### src/hw/rtl/assert_macros.svh
// ----------------------------------------------------------------------------
// assert_macros.svh
// Assertion shorthands for the RTL files; spsr_ctrl is the one that includes them.
// ----------------------------------------------------------------------------
`ifndef ASSERT_MACROS_SVH
`define ASSERT_MACROS_SVH

// Property checked on every rising edge outside reset.
`define ASSERT_CLK(label, clk, rst, prop, msg) \
  label: assert property (@(posedge clk) disable iff (rst) (prop)) else $error(msg);

// Condition that must never be seen outside reset.
`define ASSERT_NEVER(label, clk, rst, cond, msg) \
  label: assert property (@(posedge clk) disable iff (rst) !(cond)) else $error(msg);

`endif

### src/hw/rtl/spsr_pkg.sv
// ----------------------------------------------------------------------------
// spsr_pkg
// Types, constants and coil tables for the stepper phase sequencer.
// ----------------------------------------------------------------------------
package spsr_pkg;

  localparam int MAX_STEPS    = 4096;
  localparam int PERIOD_SCALE = 3000;
  localparam int FAST_LIMIT   = 100;

  localparam int STEPS_W  = 13;
  localparam int MODE_W   = 2;
  localparam int FUNC_W   = 2;
  localparam int SPEED_W  = 16;
  localparam int POS_W    = 13;
  localparam int PERIOD_W = 24;
  localparam int COIL_W   = 4;
  localparam int REG_W    = 1;

  // effective step count, clamped to 1..MAX_STEPS
  localparam int EFF_W   = $clog2(MAX_STEPS + 1);
  localparam int LIM_W   = EFF_W + 1;
  localparam int SCALE_W = $clog2(PERIOD_SCALE + 1);
  localparam int PROD_W  = $clog2(MAX_STEPS * PERIOD_SCALE + 1);
  localparam int DIV_W   = (PROD_W > PERIOD_W) ? PROD_W : PERIOD_W;
  localparam int CNT_W   = $clog2(DIV_W);

  localparam logic [STEPS_W-1:0]  STEPS_RESET = STEPS_W'(200);
  localparam logic [PERIOD_W-1:0] IDLE_PERIOD = PERIOD_W'(8000);
  localparam logic [PERIOD_W-1:0] PERIOD_MAX  = '1;

  localparam logic [FUNC_W-1:0] FUNC_STEP   = 2'd0;
  localparam logic [FUNC_W-1:0] FUNC_RAMP   = 2'd1;
  localparam logic [FUNC_W-1:0] FUNC_TARGET = 2'd2;

  localparam logic [MODE_W-1:0] MODE_FULL = 2'd0;
  localparam logic [MODE_W-1:0] MODE_HALF = 2'd1;
  localparam logic [MODE_W-1:0] MODE_WAVE = 2'd2;

  localparam logic [REG_W-1:0] REG_STEPS = 1'b0;
  localparam logic [REG_W-1:0] REG_MODE  = 1'b1;

  typedef struct packed {
    logic [FUNC_W-1:0]         func;
    logic signed [SPEED_W-1:0] target_speed;
  } cmd_t;

  typedef struct packed {
    logic [COIL_W-1:0]         coils;
    logic [POS_W-1:0]          position;
    logic signed [SPEED_W-1:0] speed_now;
    logic [PERIOD_W-1:0]       step_period;
    logic                      rearm;
  } res_t;

  typedef struct packed {
    logic latch;
    logic exec;
    logic mul;
    logic div_step;
    logic wb;
    logic load_out;
  } ctl_t;

  typedef struct packed {
    logic need_div;
  } stat_t;

  function automatic logic [COIL_W-1:0] full_coil(input logic [1:0] i);
    logic [COIL_W-1:0] c;
    unique case (i)
      2'd0: c = 4'hA;
      2'd1: c = 4'h6;
      2'd2: c = 4'h5;
      default: c = 4'h9;
    endcase
    return c;
  endfunction

  function automatic logic [COIL_W-1:0] half_coil(input logic [2:0] i);
    logic [COIL_W-1:0] c;
    unique case (i)
      3'd0: c = 4'h9;
      3'd1: c = 4'h8;
      3'd2: c = 4'hA;
      3'd3: c = 4'h2;
      3'd4: c = 4'h6;
      3'd5: c = 4'h4;
      3'd6: c = 4'h5;
      default: c = 4'h1;
    endcase
    return c;
  endfunction

  function automatic logic [COIL_W-1:0] wave_coil(input logic [1:0] i);
    logic [COIL_W-1:0] c;
    unique case (i)
      2'd0: c = 4'h8;
      2'd1: c = 4'h2;
      2'd2: c = 4'h4;
      default: c = 4'h1;
    endcase
    return c;
  endfunction

endpackage

### src/hw/rtl/spsr_dp.sv
// ----------------------------------------------------------------------------
// spsr_dp
// Datapath: config registers, motor state, period divider, result register.
// ----------------------------------------------------------------------------
module spsr_dp
  import spsr_pkg::*;
(
  input  logic               clk,
  input  logic               rst,
  input  logic               wr_en,
  input  logic [REG_W-1:0]   wr_index,
  input  logic [STEPS_W-1:0] wr_data,
  input  cmd_t               cmd,
  input  ctl_t               ctl,
  output stat_t              stat,
  output res_t               res
);

  logic [STEPS_W-1:0]        steps_per_rev;
  logic [MODE_W-1:0]         drive_mode;
  logic [FUNC_W-1:0]         func_q;
  logic signed [SPEED_W-1:0] tgt_q;

  logic [POS_W-1:0]          step_index;
  logic signed [SPEED_W-1:0] cur_speed;
  logic signed [SPEED_W-1:0] goal_speed;
  logic [PERIOD_W-1:0]       period_ticks;
  logic [COIL_W-1:0]         coil_pattern;
  logic                      rearm;

  logic [DIV_W-1:0]          div_quo;
  logic [SPEED_W-1:0]        div_rem;
  logic [SPEED_W-1:0]        div_mag;

  logic [EFF_W-1:0]          eff_steps;
  logic [LIM_W-1:0]          limit;
  logic [LIM_W-1:0]          idx_ext;
  logic [POS_W-1:0]          step_index_next;
  logic [COIL_W-1:0]         coil_pattern_next;
  logic                      speed_set;
  logic signed [SPEED_W-1:0] speed_val;
  logic                      fast;
  logic [SPEED_W-1:0]        speed_mag;
  logic [SPEED_W:0]          rem_sh;
  logic [SPEED_W:0]          rem_diff;
  logic                      rem_ge;

  always_comb begin
    logic [31:0] s;
    s = 32'(steps_per_rev);
    if (s == 32'd0) begin
      s = 32'd1;
    end
    if (s > 32'(MAX_STEPS)) begin
      s = 32'(MAX_STEPS);
    end
    eff_steps = EFF_W'(s);
  end

  // position update for a step tick
  always_comb begin
    limit   = (drive_mode == MODE_HALF) ? {eff_steps, 1'b0} : {1'b0, eff_steps};
    idx_ext = LIM_W'(step_index);
    step_index_next   = step_index;
    coil_pattern_next = coil_pattern;
    if (cur_speed == '0) begin
      coil_pattern_next = '0;
    end else begin
      if (!cur_speed[SPEED_W-1]) begin
        if (idx_ext + LIM_W'(1) >= limit) begin
          step_index_next = '0;
        end else begin
          step_index_next = step_index + POS_W'(1);
        end
      end else begin
        if (step_index == '0 || idx_ext >= limit) begin
          step_index_next = POS_W'(limit - LIM_W'(1));
        end else begin
          step_index_next = step_index - POS_W'(1);
        end
      end
      unique case (drive_mode)
        MODE_FULL: coil_pattern_next = full_coil(step_index_next[1:0]);
        MODE_HALF: coil_pattern_next = half_coil(step_index_next[2:0]);
        MODE_WAVE: coil_pattern_next = wave_coil(step_index_next[1:0]);
        default:   coil_pattern_next = coil_pattern;  // reserved mode holds
      endcase
    end
  end

  // speed update for ramp and target commands
  always_comb begin
    fast = !(cur_speed > -SPEED_W'(FAST_LIMIT) && cur_speed < SPEED_W'(FAST_LIMIT));
    speed_set = 1'b0;
    speed_val = cur_speed;
    unique case (func_q)
      FUNC_RAMP: begin
        if (cur_speed < goal_speed) begin
          speed_set = 1'b1;
          speed_val = cur_speed + SPEED_W'(1);
        end else if (cur_speed > goal_speed) begin
          speed_set = 1'b1;
          speed_val = cur_speed - SPEED_W'(1);
        end
      end
      FUNC_TARGET: begin
        if (!fast) begin
          speed_set = 1'b1;
          speed_val = tgt_q;
        end
      end
      default: begin
      end
    endcase
  end

  assign stat.need_div = speed_set && (speed_val != '0);

  // divider step, one quotient bit a cycle
  assign speed_mag = cur_speed[SPEED_W-1] ? $unsigned(-cur_speed) : $unsigned(cur_speed);
  assign rem_sh    = {div_rem, div_quo[DIV_W-1]};
  assign rem_ge    = rem_sh >= {1'b0, div_mag};
  assign rem_diff  = rem_sh - {1'b0, div_mag};

  always_ff @(posedge clk) begin
    if (rst) begin
      steps_per_rev <= STEPS_RESET;
      drive_mode    <= MODE_FULL;
    end else if (wr_en) begin
      if (wr_index == REG_STEPS) begin
        steps_per_rev <= wr_data;
      end else begin
        drive_mode <= wr_data[MODE_W-1:0];
      end
    end
  end

  always_ff @(posedge clk) begin
    if (ctl.latch) begin
      func_q <= cmd.func;
      tgt_q  <= cmd.target_speed;
    end
  end

  always_ff @(posedge clk) begin
    if (rst) begin
      step_index   <= '0;
      cur_speed    <= '0;
      goal_speed   <= '0;
      period_ticks <= IDLE_PERIOD;
      coil_pattern <= '0;
      rearm        <= 1'b0;
    end else begin
      if (ctl.exec) begin
        rearm <= stat.need_div;
        if (func_q == FUNC_STEP) begin
          step_index   <= step_index_next;
          coil_pattern <= coil_pattern_next;
        end
        if (func_q == FUNC_TARGET) begin
          goal_speed <= tgt_q;
        end
        if (speed_set) begin
          cur_speed <= speed_val;
          if (speed_val == '0) begin
            period_ticks <= IDLE_PERIOD;
          end
        end
      end
      if (ctl.wb) begin
        period_ticks <= (div_quo > DIV_W'(PERIOD_MAX)) ? PERIOD_MAX
                                                       : div_quo[PERIOD_W-1:0];
      end
    end
  end

  always_ff @(posedge clk) begin
    if (ctl.mul) begin
      div_quo <= DIV_W'(eff_steps * SCALE_W'(PERIOD_SCALE));
      div_rem <= '0;
      div_mag <= speed_mag;
    end else if (ctl.div_step) begin
      div_rem <= rem_ge ? rem_diff[SPEED_W-1:0] : rem_sh[SPEED_W-1:0];
      div_quo <= {div_quo[DIV_W-2:0], rem_ge};
    end
  end

  always_ff @(posedge clk) begin
    if (ctl.load_out) begin
      res.coils       <= coil_pattern;
      res.position    <= step_index;
      res.speed_now   <= cur_speed;
      res.step_period <= period_ticks;
      res.rearm       <= rearm;
    end
  end

endmodule

### src/hw/rtl/spsr_ctrl.sv
// ----------------------------------------------------------------------------
// spsr_ctrl
// Sequencer: accept, execute, period division, result hand-off.
// ----------------------------------------------------------------------------
`include "assert_macros.svh"

module spsr_ctrl
  import spsr_pkg::*;
(
  input  logic  clk,
  input  logic  rst,
  input  logic  cmd_valid,
  output logic  cmd_stall,
  output logic  res_valid,
  input  logic  res_stall,
  input  stat_t stat,
  output ctl_t  ctl
);

  typedef enum logic [5:0] {
    S_IDLE = 6'b000001,
    S_EXEC = 6'b000010,
    S_MUL  = 6'b000100,
    S_DIV  = 6'b001000,
    S_WB   = 6'b010000,
    S_OUT  = 6'b100000
  } state_t;

  localparam logic [CNT_W-1:0] CNT_LAST = CNT_W'(DIV_W - 1);

  state_t            state, state_next;
  logic [CNT_W-1:0]  div_cnt, div_cnt_next;
  logic              out_free;

  assign cmd_stall = (state != S_IDLE);
  assign out_free  = !res_valid || !res_stall;

  always_comb begin
    state_next   = state;
    div_cnt_next = div_cnt;
    ctl          = '0;
    unique case (state)
      S_IDLE: begin
        if (cmd_valid) begin
          ctl.latch  = 1'b1;
          state_next = S_EXEC;
        end
      end
      S_EXEC: begin
        ctl.exec   = 1'b1;
        state_next = stat.need_div ? S_MUL : S_OUT;
      end
      S_MUL: begin
        ctl.mul      = 1'b1;
        div_cnt_next = '0;
        state_next   = S_DIV;
      end
      S_DIV: begin
        ctl.div_step = 1'b1;
        if (div_cnt == CNT_LAST) begin
          state_next = S_WB;
        end else begin
          div_cnt_next = div_cnt + CNT_W'(1);
        end
      end
      S_WB: begin
        ctl.wb     = 1'b1;
        state_next = S_OUT;
      end
      S_OUT: begin
        if (out_free) begin
          ctl.load_out = 1'b1;
          state_next   = S_IDLE;
        end
      end
      default: state_next = S_IDLE;
    endcase
  end

  always_ff @(posedge clk) begin
    if (rst) begin
      state     <= S_IDLE;
      div_cnt   <= '0;
      res_valid <= 1'b0;
    end else begin
      state   <= state_next;
      div_cnt <= div_cnt_next;
      if (ctl.load_out) begin
        res_valid <= 1'b1;
      end else if (!res_stall) begin
        res_valid <= 1'b0;
      end
    end
  end

  `ASSERT_CLK(a_accept_exec, clk, rst, (cmd_valid && !cmd_stall) |=> (state == S_EXEC), "accepted transfer not executed")
  `ASSERT_CLK(a_div_len, clk, rst, (state == S_DIV && div_cnt == CNT_LAST) |=> (state == S_WB), "divider ran past its last bit")
  `ASSERT_CLK(a_out_hold, clk, rst, (state == S_OUT && res_valid && res_stall) |=> (state == S_OUT && res_valid), "pending result overwritten")
  `ASSERT_NEVER(a_div_idle, clk, rst, (state == S_MUL && !$past(state == S_EXEC)), "division started without a speed change")

endmodule

### src/hw/rtl/stepper_phase_sequencer_ramp.sv
// ----------------------------------------------------------------------------
// stepper_phase_sequencer_ramp
// Four-coil stepper sequencer with speed ramp and step period calculation.
// ----------------------------------------------------------------------------
// Command channel (cmd_valid / cmd_stall / cmd) carries step ticks, ramp ticks
// and target speed updates; every command gives exactly one result on the
// result channel (res_valid / res_stall / res) with the coil pattern,
// position, speed, step period and the timer rearm flag.
// Registers are written through wr_en / wr_index / wr_data; the user must write
// them only while idle, which the block itself does not enforce: index 0 steps per
// revolution, index 1 drive mode.
// Flow: a command that leaves the speed unchanged or zero passes through the
// execute and output states; one that sets a nonzero speed also passes through
// a multiply, a 24-step restoring divider (one quotient bit per cycle) and a
// write-back before the output state. One command is in flight at a time.
// A held result sits in the output register while the next command is taken;
// the following result waits until that one has been transferred.
// Reset (synchronous, rst high) sets 200 steps, full-step mode, position and
// speeds zero, coils off and the period to 8000.
// ----------------------------------------------------------------------------
module stepper_phase_sequencer_ramp
  import spsr_pkg::*;
(
  input  logic               clk,
  input  logic               rst,
  input  logic               cmd_valid,
  output logic               cmd_stall,
  input  cmd_t               cmd,
  output logic               res_valid,
  input  logic               res_stall,
  output res_t               res,
  input  logic               wr_en,
  input  logic [REG_W-1:0]   wr_index,
  input  logic [STEPS_W-1:0] wr_data
);

  ctl_t  ctl;
  stat_t stat;

  spsr_ctrl u_ctrl (
    .clk       (clk),
    .rst       (rst),
    .cmd_valid (cmd_valid),
    .cmd_stall (cmd_stall),
    .res_valid (res_valid),
    .res_stall (res_stall),
    .stat      (stat),
    .ctl       (ctl)
  );

  spsr_dp u_dp (
    .clk      (clk),
    .rst      (rst),
    .wr_en    (wr_en),
    .wr_index (wr_index),
    .wr_data  (wr_data),
    .cmd      (cmd),
    .ctl      (ctl),
    .stat     (stat),
    .res      (res)
  );

endmodule

### config.mk
export PLATFORM = sky130hd
export DESIGN_NAME = stepper_phase_sequencer_ramp
export DESIGN_NICKNAME = d
export VERILOG_FILES = /design/src/hw/rtl/spsr_pkg.sv /design/src/hw/rtl/spsr_dp.sv /design/src/hw/rtl/spsr_ctrl.sv /design/src/hw/rtl/stepper_phase_sequencer_ramp.sv
export VERILOG_INCLUDE_DIRS = /design/src /design/src/hw/rtl
export SDC_FILE = /design/constraint.sdc
export NUM_CORES = 1
export LEC_CHECK = 0
export BUFFER_PORTS_ARGS = -buffer_cell sky130_fd_sc_hd__buf_2
export CAP_MARGIN = 30
export CELL_PAD_IN_SITES_DETAIL_PLACEMENT = 0
export CELL_PAD_IN_SITES_GLOBAL_PLACEMENT = 1
export CORE_ASPECT_RATIO = 0.75
export CORE_UTILIZATION = 52
export DETAILED_ROUTE_END_ITERATION = 7
export PLACE_DENSITY = 0.92
export SYNTH_ARGS = -nofsm -noshare
export SYNTH_HDL_FRONTEND = slang
export SYNTH_SLANG_ARGS = --single-unit
### constraint.sdc
create_clock -name clk -period 10.9 [get_ports clk]
set_clock_uncertainty 0.1 [all_clocks]
set_input_delay 2.18 -clock clk [delete_from_list [all_inputs] [get_ports clk]]
set_output_delay 2.18 -clock clk [all_outputs]
set_load 0.01 [all_outputs]
## Word level (Yosys, flattened, before mapping)

Cells that the tools add are included.

- $lt $le $gt $ge: 9
- Reductions and logical operators: 30
- Multiplexer cells: 46
- Equality and inequality tests: 25
- Multipliers: 1
- Add/subtract/negate cells: 9
- Bitwise operators: 2

Operators by type and width:

| kind | number |
|---|---|
| 2-to-1 mux 24 bit | 7 |
| 2-to-1 mux 13 bit | 6 |
| 2-to-1 mux 16 bit | 4 |
| case mux 4 bit (3 select lines) | 3 |
| case mux 6 bit (6 select lines) | 1 |
| zero test 16 bit | 2 |
| case mux 16 bit (2 select lines) | 1 |
| case mux 4 bit (7 select lines) | 1 |
| zero test 13 bit | 2 |
| subtractor 13 x 1 -> 13 bit (second input constant) | 2 |
| > comparator 24 bit (second input constant) | 1 |
| 2-to-1 mux 6 bit | 4 |
| multiplier 13 x 9 -> 21 bit (second input constant) | 1 |
| greater-or-equal comparator 17 x 16 -> 1 bit | 1 |
| adder 16 x 2 -> 16 bit (second input constant) | 1 |
| > comparator 16 bit | 1 |
| > comparator 16 x 8 -> 1 bit (second input constant) | 1 |
| less-than comparator 16 bit | 1 |
| less-than comparator 16 x 8 -> 1 bit (second input constant) | 1 |
| negator 16 bit | 1 |
| nonzero test 16 bit | 1 |
| subtractor 16 bit | 1 |
| subtractor 16 x 2 -> 16 bit (second input constant) | 1 |
| 2-to-1 mux 15 bit | 1 |
| other kinds (37) | 76 |

- Input bits: 37
- Flip-flop bits (word level): 233
- Word-level logic and storage cells: 145
- Output and inout port bits: 60

## Depth between registers and ports, before layout

Gate-level depths: netlist (run 1).

- Depth in word-level cells: 14
- Mapped depth: 24
- Depth with buffers taken out: 22

## Modules after synthesis

Synthesis (run 1) repeated with hierarchy kept, for this count alone.

- Cells, all modules: 1683
- Area total of the unflattened synthesis: 15566.2 um^2

Modules (own cells, without submodules):

| module | instances | seq. area each (um^2) | cells an instance | area each (um^2) |
|---|---|---|---|---|
| spsr_dp | 1 | 5555.3 | 1612 | 14955.6 |
| spsr_ctrl | 1 | 240.2 | 71 | 610.6 |

## Worst setup path after synthesis (run 1)

Ideal clock, no wire load.

- Kind: input port to flip-flop
- Start: in res_stall
- End: reg u_dp.res[0] (netlist name)
- Buffers on the path: 0
- Path slack: 5.282 ns
- Stages on the path: 1
- Data required time: 10.307 ns
- Library setup time: 0.493 ns
- Arrival: 5.025 ns
- Path through: a21oi_1

- Longest elaborated chain between the ends: 4

Ends and longest elaborated chain:

| what | RTL line | text |
|---|---|---|
| from (decl) | stepper_phase_sequencer_ramp.sv:30 | `input logic res_stall,` |
| zero test 1 bit | spsr_ctrl.sv:36 | `assign out_free = !res_valid \|\| !res_stall;` |
| logical OR 1 bit | spsr_ctrl.sv:36 |  |
| 2-to-1 mux 1 bit | spsr_ctrl.sv:71 | `if (out_free) begin` |
| 2-to-1 mux 1 bit | spsr_ctrl.sv:42 | `unique case (state)` |

Every way passes these cells.
A chain may end at the register's enable or synchronous reset.

## Worst setup path in the final report (run 1)

- Start: reg u_dp.steps_per_rev[12]
- End: reg u_dp.div_quo[22], data pin

- Longest elaborated chain between the ends: 6

Ends and longest elaborated chain:

| what | RTL line | text |
|---|---|---|
| from (decl) | spsr_dp.sv:19 | `logic [STEPS_W-1:0] steps_per_rev;` |
| from (signal assigned) | spsr_dp.sv:131 | `steps_per_rev <= wr_data;` |
| zero test 13 bit | spsr_dp.sv:51 | `if (s == 32'd0) begin` |
| 2-to-1 mux 13 bit (*) | spsr_dp.sv:51 |  |
| > comparator 13 bit | spsr_dp.sv:54 | `if (s > 32'(MAX_STEPS)) begin` |
| 2-to-1 mux 13 bit (*) | spsr_dp.sv:54 |  |
| multiplier 13 x 9 -> 21 bit (*) | spsr_dp.sv:179 | `div_quo <= DIV_W'(eff_steps * SCALE_W'(PERIOD_SCALE));` |
| 2-to-1 mux 24 bit (*) | spsr_dp.sv:178 | `if (ctl.mul) begin` |
| to (signal assigned) | spsr_dp.sv:179 |  |
| to (signal assigned) | spsr_dp.sv:184 | `div_quo <= {div_quo[DIV_W-2:0], rem_ge};` |
| to (decl) | spsr_dp.sv:31 | `logic [DIV_W-1:0] div_quo;` |

Mark *: on every way between the ends. The rest lies on a longest branch, timed or not.

==> impl_metrics.yaml, run 1 <==
setup_path:
  start_kind: "register"
  required_ns: 11.08
  critPathSlowestCell: "nor2b_1"
  crit_family: "compound AO/OA/AOI/OAI gates"
  end_kind: "register"
  cp.arrival_ns: 6.33
  worst-path-buf-inv: 4
  max_stage_delay_ns: 0.69
  path_common_cell: "inv_1"
  crit_type: "reg2reg"
  path_cells: "nor2b_1 -> inv_1 -> fa_1 -> inv_1 -> ha_1 -> ha_1 -> inv_1 -> fa_1 -> inv_1 -> ha_1 -> a21o_1 -> a21oi_1 -> o21bai_1 -> a21oi_1 -> o21bai_1 -> a211o_1 -> a21o_1 -> a21oi_1 -> o21ai_0 -> mux2i_1 -> a221o_1"
  worstPathMaxFanout: 24
cts:
  clock_sinks: 233
  cts.reportedPaths.clkPinSlew_ns: 0.06
  post_cts_buffers: 0
  cts-root-buf: "clkbuf_16"
  cts_tree: "done"
  cts_resized: 0
  htreeDepth: 1
  cts_buffers: 25
  worstSkewPairLatency_ns: 0.54
  clock_path_buffers: 3
  ctsHoldBuffers: 0
detailed_routing:
  drc: 0
  vias_per_cell: 5.82
  detail-route-antenna-nets: 0
  first_pass_iters: 8
  post_drt_wl_per_cell_um: 19.1
  drt-total-wl_um: 39000
  first_iter_violations: 1130
  via_count: 11900
finish:
  area_growth_pct: 10.5
  mostFrequentLayoutCell: "nand2_1"
  drive_above_1_share: 0.111
  nFillCells: 2495
  final_util: 0.590
  final_cell_mix: "nand2_1 (162), ha_1 (135), inv_1 (132)"
  layout.nets: 1860
  antenna_cells: 0
global_routing:
  antenna_found_initial: 0
  grt_use_met3: 0.0494
  grt_max_degree: 66
  gr-usage-met1: 0.424
  grtUsageTotal: 0.266
  grt_first_pass_wirelength_um: 62200
  met2_usage: 0.363
  grt_busiest_layer: "met1"
  grt_pass1_vias: 11200
  overflow: 0
logic_synthesis:
  synth_edf_count: 113
  synthArstFlopShare: 0
  syn_nets: 1801
  yosys_register_bits: 233
  yosysSeqAreaShare: 0.384
  ys.flop_type: "dfxtp_1"
  synth_cell_types: 85
  avgSynthCellArea_um2: 9.55
  ys_warn_count: 0
  synth_area_um2: 15100
  syn-instance-count: 1580
floorplanning:
  die_w_um: 199
  die_y_um: 150
  row_count: 53
  boundaryPins: 97
  start_util: 0.534
  die-area_um2: 29700
  core_um2: 28200
placed_design:
  dp_worst_setup_slack_ns: 4.76
  place_congestion: 0.962
  dp_hpwl_um: 29200
  portBuffers: 96
sta:
  final.min_clock_period_ns: 6.15
  whs_ns: 0.334
  drv_slew: 0
  fin_tns_setup_ns: 0
  worstMarginPinSlew_ns: 0.961
  worst_slack_ns: 4.75
  fmax_ghz: 0.163
  rsz0062_at_grt: "false"
  hold_violations: 0
  finalSetupViolations: 0
  fin_crit_sh: 0.564
  relSlewSlack: 0.359
power_and_ir_drop:
  ir_worst_vdd_mv: 0.112
  p_leak_nw: 6.71
  p_total_mw: 2.37
  powerDensity_nw_per_um2: 142
job:
  maxCapViolations: 0
run_status:
  status: "complete, no violations"
min_path:
  hp-class: "reg2reg"
[through the flow]
stage | std cells | cell area, um^2
after detailed placement | 1996 | 15900
after global routing | 2043 | 16700
after CTS | 2042 | 16600
after global placement | 1994 | 15800
after floorplan | 1580 | 15100
final | 2043 | 16700
[layout make-up]
cell class                      count  area, um^2  area share
Multi-Input combinational cell   1137        8500       0.510
Sequential cell                   233        5800       0.348
Clock buffer                       33         666      0.0399
Timing Repair Buffer              110         613      0.0368
Inverter                          132         495      0.0297
Tap cell                          385         482      0.0289
Clock inverter                     13         119     0.00713
[final timing paths]
| kind | from | to | slack [ns] | cells after the start |
|---|---|---|---|---|
| worst max-delay path | u_dp.steps_per_rev[12]$_SDFFE_PP0P_ | u_dp.div_quo[22]$_DFFE_PP_ | 4.75 | 21 |
| worst min-delay path | u_dp.period_ticks[9]$_SDFFE_PP1P_ | u_dp.res[10]$_DFFE_PP_ | 0.33 | 0 |
| worst max register to register | u_dp.steps_per_rev[12]$_SDFFE_PP0P_ | u_dp.div_quo[22]$_DFFE_PP_ | 4.75 | 21 |
| worst min register to register | u_dp.period_ticks[9]$_SDFFE_PP1P_ | u_dp.res[10]$_DFFE_PP_ | 0.33 | 0 |
[Yosys cell counts, drive strengths merged, types with 9 or more instances]
master / n / area, um^2
a211oi: 12 / 90.1
nor2b: 18 / 113
ha: 135 / 1690
nand3: 45 / 225
nor2: 104 / 390
fa: 49 / 981
o211ai: 15 / 113
nand4: 16 / 106
edfxtp: 113 / 3390
dfxtp: 120 / 2400
and2: 9 / 56.3
clkbuf: 69 / 259
a21oi: 102 / 510
xor2: 20 / 175
a31oi: 16 / 113
nor3: 24 / 125
xnor2: 52 / 455
nand2b: 23 / 144
mux2i: 21 / 210
and3: 12 / 75.1
inv: 132 / 495
nand2: 162 / 608
or3: 16 / 100
a22o: 41 / 359
buf: 9 / 53.8
o21ai: 73 / 369
nor4: 15 / 124
[power breakdown]
part,internal (mW),switching (mW)
registers,0.925,0.0126
logic,0.260,0.361
clock network,0.459,0.354
total,1.65,0.728
[logic make-up (layout without fill, tap and decap cells)]
kind of cell | count (synthesis) | after routing | synth area share
multiplexers | 26 | 26 | 0.0177
flip-flops | 233 | 233 | 0.384
AO/OA/AOI/OAI | 372 | 372 | 0.168
AND/OR/NAND/NOR | 482 | 482 | 0.158
XOR/XNOR | 72 | 72 | 0.0418
adder cells (fa/ha/maj) | 185 | 185 | 0.178
buffers and inverters | 210 | 288 | 0.0536
[state kept, by name (all words and copies together) (netlist names), 13 cells and up]
| name | count |
|---|---|
| u_dp.goal_speed | 16 |
| u_dp.cur_speed | 16 |
| u_dp.div_mag | 16 |
| u_dp.div_quo | 24 |
| u_dp.steps_per_rev | 13 |
| u_dp.period_ticks | 24 |
| u_dp.div_rem | 16 |
| u_dp.tgt_q | 16 |
| u_dp.res | 58 |
| u_dp.step_index | 13 |
[metal layers]
metal | wire, um | vias up | part of all wire
met1 | 19400 | 5563 | 0.50
met3 | 3330 | 59 | 0.086
met5 | 0 | - | 0
met4 | 882 | 0 | 0.023
met2 | 15400 | 486 | 0.39
li1 | - | 5775 | -
[worst reg2reg max path, delay by kind of cell, from the launching register on]
kind | cells | cell delay [ns]
compound gates | 10 | 2.07
fa+ha+maj | 5 | 1.95
buf+inv | 4 | 0.38
flops | 1 | 0.58
mux | 1 | 0.14
simple gates | 1 | 0.70
No activity file was read; power rests on OpenSTA's default activity.
==> inputs of run 2 (changes only) <==
- CORE_UTILIZATION: 52 -> 48
- PLACE_DENSITY: 0.92 -> 0.87
- clock period: 10.9 -> 6.4 ns (I/O delays scaled with it)
==> run 2 against run 1 <==
Net effect: the flow now finishes with violations (design-rule violations); fmax up 5.0%; sequential share of layout area decreased by 0.30 points; via count up 2.0%; largest power group unchanged; register-to-register slack worse by 4.2 ns; highest routed layer unchanged; largest cell class unchanged.
==> impl_metrics.yaml, run 2 (synthesis results as in run 1) <==
run_status:
  status: "finished with violations"
  violations: "design-rule violations"
floorplanning:
  die-area_um2: 32100
  die_w_um: 207
  start_util: 0.494
  row_count: 55
  core_um2: 30600
  die_y_um: 156
  boundaryPins: 97
sta:
  fin_crit_sh: 0.915
  worstMarginPinSlew_ns: 0.958
  final.min_clock_period_ns: 5.86
  fmax_ghz: 0.171
  drv_slew: 0
  rsz0062_at_grt: "false"
  finalSetupViolations: 0
  hold_violations: 0
  fin_tns_setup_ns: 0
  relSlewSlack: 0.361
cts:
  cts_buffers: 25
  cts_resized: 0
  post_cts_buffers: 0
  htreeDepth: 1
  cts_tree: "done"
  clock_sinks: 233
  clock_path_buffers: 3
  cts.reportedPaths.clkPinSlew_ns: 0.06
  worstSkewPairLatency_ns: 0.55
  cts-root-buf: "clkbuf_16"
  ctsHoldBuffers: 0
min_path:
  worstHoldPathCells: 0
  min_from: "u_dp.period_ticks[9]$_SDFFE_PP1P_"
  hp-class: "reg2reg"
  hold_end: "u_dp.res[10]$_DFFE_PP_"
global_routing:
  met2_usage: 0.347
  grt_pass1_vias: 11500
  gr-usage-met1: 0.408
  antenna_found_initial: 0
  grt_first_pass_wirelength_um: 64100
  grt_max_degree: 50
  grtUsageTotal: 0.254
  grt_busiest_layer: "met1"
  grt_use_met3: 0.0439
  overflow: 0
placed_design:
  dp_cells: 2025
  place_congestion: 0.931
  dp_hpwl_um: 30000
  portBuffers: 96
detailed_routing:
  post_drt_wl_per_cell_um: 19.5
  first_pass_iters: 8
  drc: 3
  via_count: 12100
  first_iter_violations: 1119
  drt-total-wl_um: 40400
  detail-route-antenna-nets: 0
  vias_per_cell: 5.85
setup_path:
  path_common_cell: "inv_1"
  end_kind: "register"
  worst-path-buf-inv: 4
  max_stage_delay_ns: 0.55
  start_kind: "register"
  r2r_slack_ns: 0.54
  crit_family: "adder cells"
  path_cells: "nor2b_1 -> inv_1 -> fa_1 -> inv_1 -> fa_1 -> ha_1 -> inv_1 -> fa_1 -> inv_1 -> ha_1 -> a21oi_1 -> o21bai_1 -> a21oi_1 -> o21bai_1 -> a211o_1 -> a21o_1 -> a21oi_1 -> o21ai_0 -> mux2i_1 -> a221o_1"
  critPathSlowestCell: "fa_1"
  rr_worst_depth: 20
  required_ns: 6.60
  worstPathMaxFanout: 9
  reg2reg_to: "u_dp.div_quo[22]$_DFFE_PP_"
  crit_type: "reg2reg"
  reg2reg_from: "u_dp.steps_per_rev[12]$_SDFFE_PP0P_"
  cp.arrival_ns: 6.05
finish:
  fin_cells: 2072
  drive_above_1_share: 0.121
  top_register: "u_dp.res"
  area_growth_pct: 11.4
  top_regs: "u_dp.res x58, u_dp.div_quo x24, u_dp.period_ticks x24"
  antenna_cells: 0
  layout.nets: 1875
  multiInputGateArea_um2: 8500
  mostFrequentLayoutCell: "nand2_1"
  final_cell_mix: "nand2_1 (162), ha_1 (135), inv_1 (132)"
  seqCellArea_um2: 5800
  nFillCells: 2781
  largest_reg_flops: 58
power_and_ir_drop:
  p_leak_nw: 6.81
  powerDensity_nw_per_um2: 243
  ir_worst_vdd_mv: 0.184
job:
  maxCapViolations: 0
## run 2: cell count changes in the layout (fill, tap and decap cells not counted), sizes merged
cell | previous run | this run
buf | 110 | 125
clkinvlp | 3 | 0
inv | 134 | 136
bufinv | 1 | 0
clkbuf | 33 | 35
## run 2: through the flow
step           setup WS [ns]   util  cell area [um^2]  total power, mW  hold WS [ns]
2_1_floorplan          0.799      -             15100             2.42         0.308
3_3_place_gp           0.727  0.523             16000             2.65         0.311
3_5_place_dp           0.557  0.523             16000             2.67         0.321
4_1_cts                0.508  0.549             16800             4.10         0.336
5_1_grt                0.120  0.550             16800             4.29         0.340
6_report               0.545  0.550             16800             4.08         0.334
## run 2: worst max-delay path by stage
stage,endpoint,slack [ns],depth (start not counted),from
after CTS,u_dp.div_quo[22]$_DFFE_PP_,0.51,20,u_dp.steps_per_rev[12]$_SDFFE_PP0P_
after global routing,u_dp.div_quo[22]$_DFFE_PP_,0.12,20,u_dp.steps_per_rev[12]$_SDFFE_PP0P_
after floorplan,u_dp.coil_pattern[3]$_SDFFE_PP0P_,0.80,23,u_dp.drive_mode[1]$_SDFFE_PP0P_
after detailed placement,u_dp.div_quo[22]$_DFFE_PP_,0.56,20,u_dp.steps_per_rev[12]$_SDFFE_PP0P_
final,u_dp.div_quo[22]$_DFFE_PP_,0.54,20,u_dp.steps_per_rev[12]$_SDFFE_PP0P_
after global placement,u_dp.div_quo[22]$_DFFE_PP_,0.73,20,u_dp.steps_per_rev[12]$_SDFFE_PP0P_
## run 2: cell type report
class | instances | share of cell area
repair buffers | 125 | 0.0429
inverters | 132 | 0.0295
multi-input cells | 1137 | 0.506
well taps | 399 | 0.0297
clock buffers | 35 | 0.0425
clock inverters | 11 | 0.00499
flip-flops and latches | 233 | 0.345
## run 2: routing by layer
layer,vias to the layer above,routed length (um)
met1,5842,20600
met4,0,823
met2,418,16000
li1,5812,-
met5,-,0
met3,52,2940
## run 2: where the power goes
| part | switching [mW] | internal, mW |
|---|---|---|
| clock | 0.627 | 0.791 |
| combinational | 0.617 | 0.446 |
| sequential | 0.0209 | 1.58 |
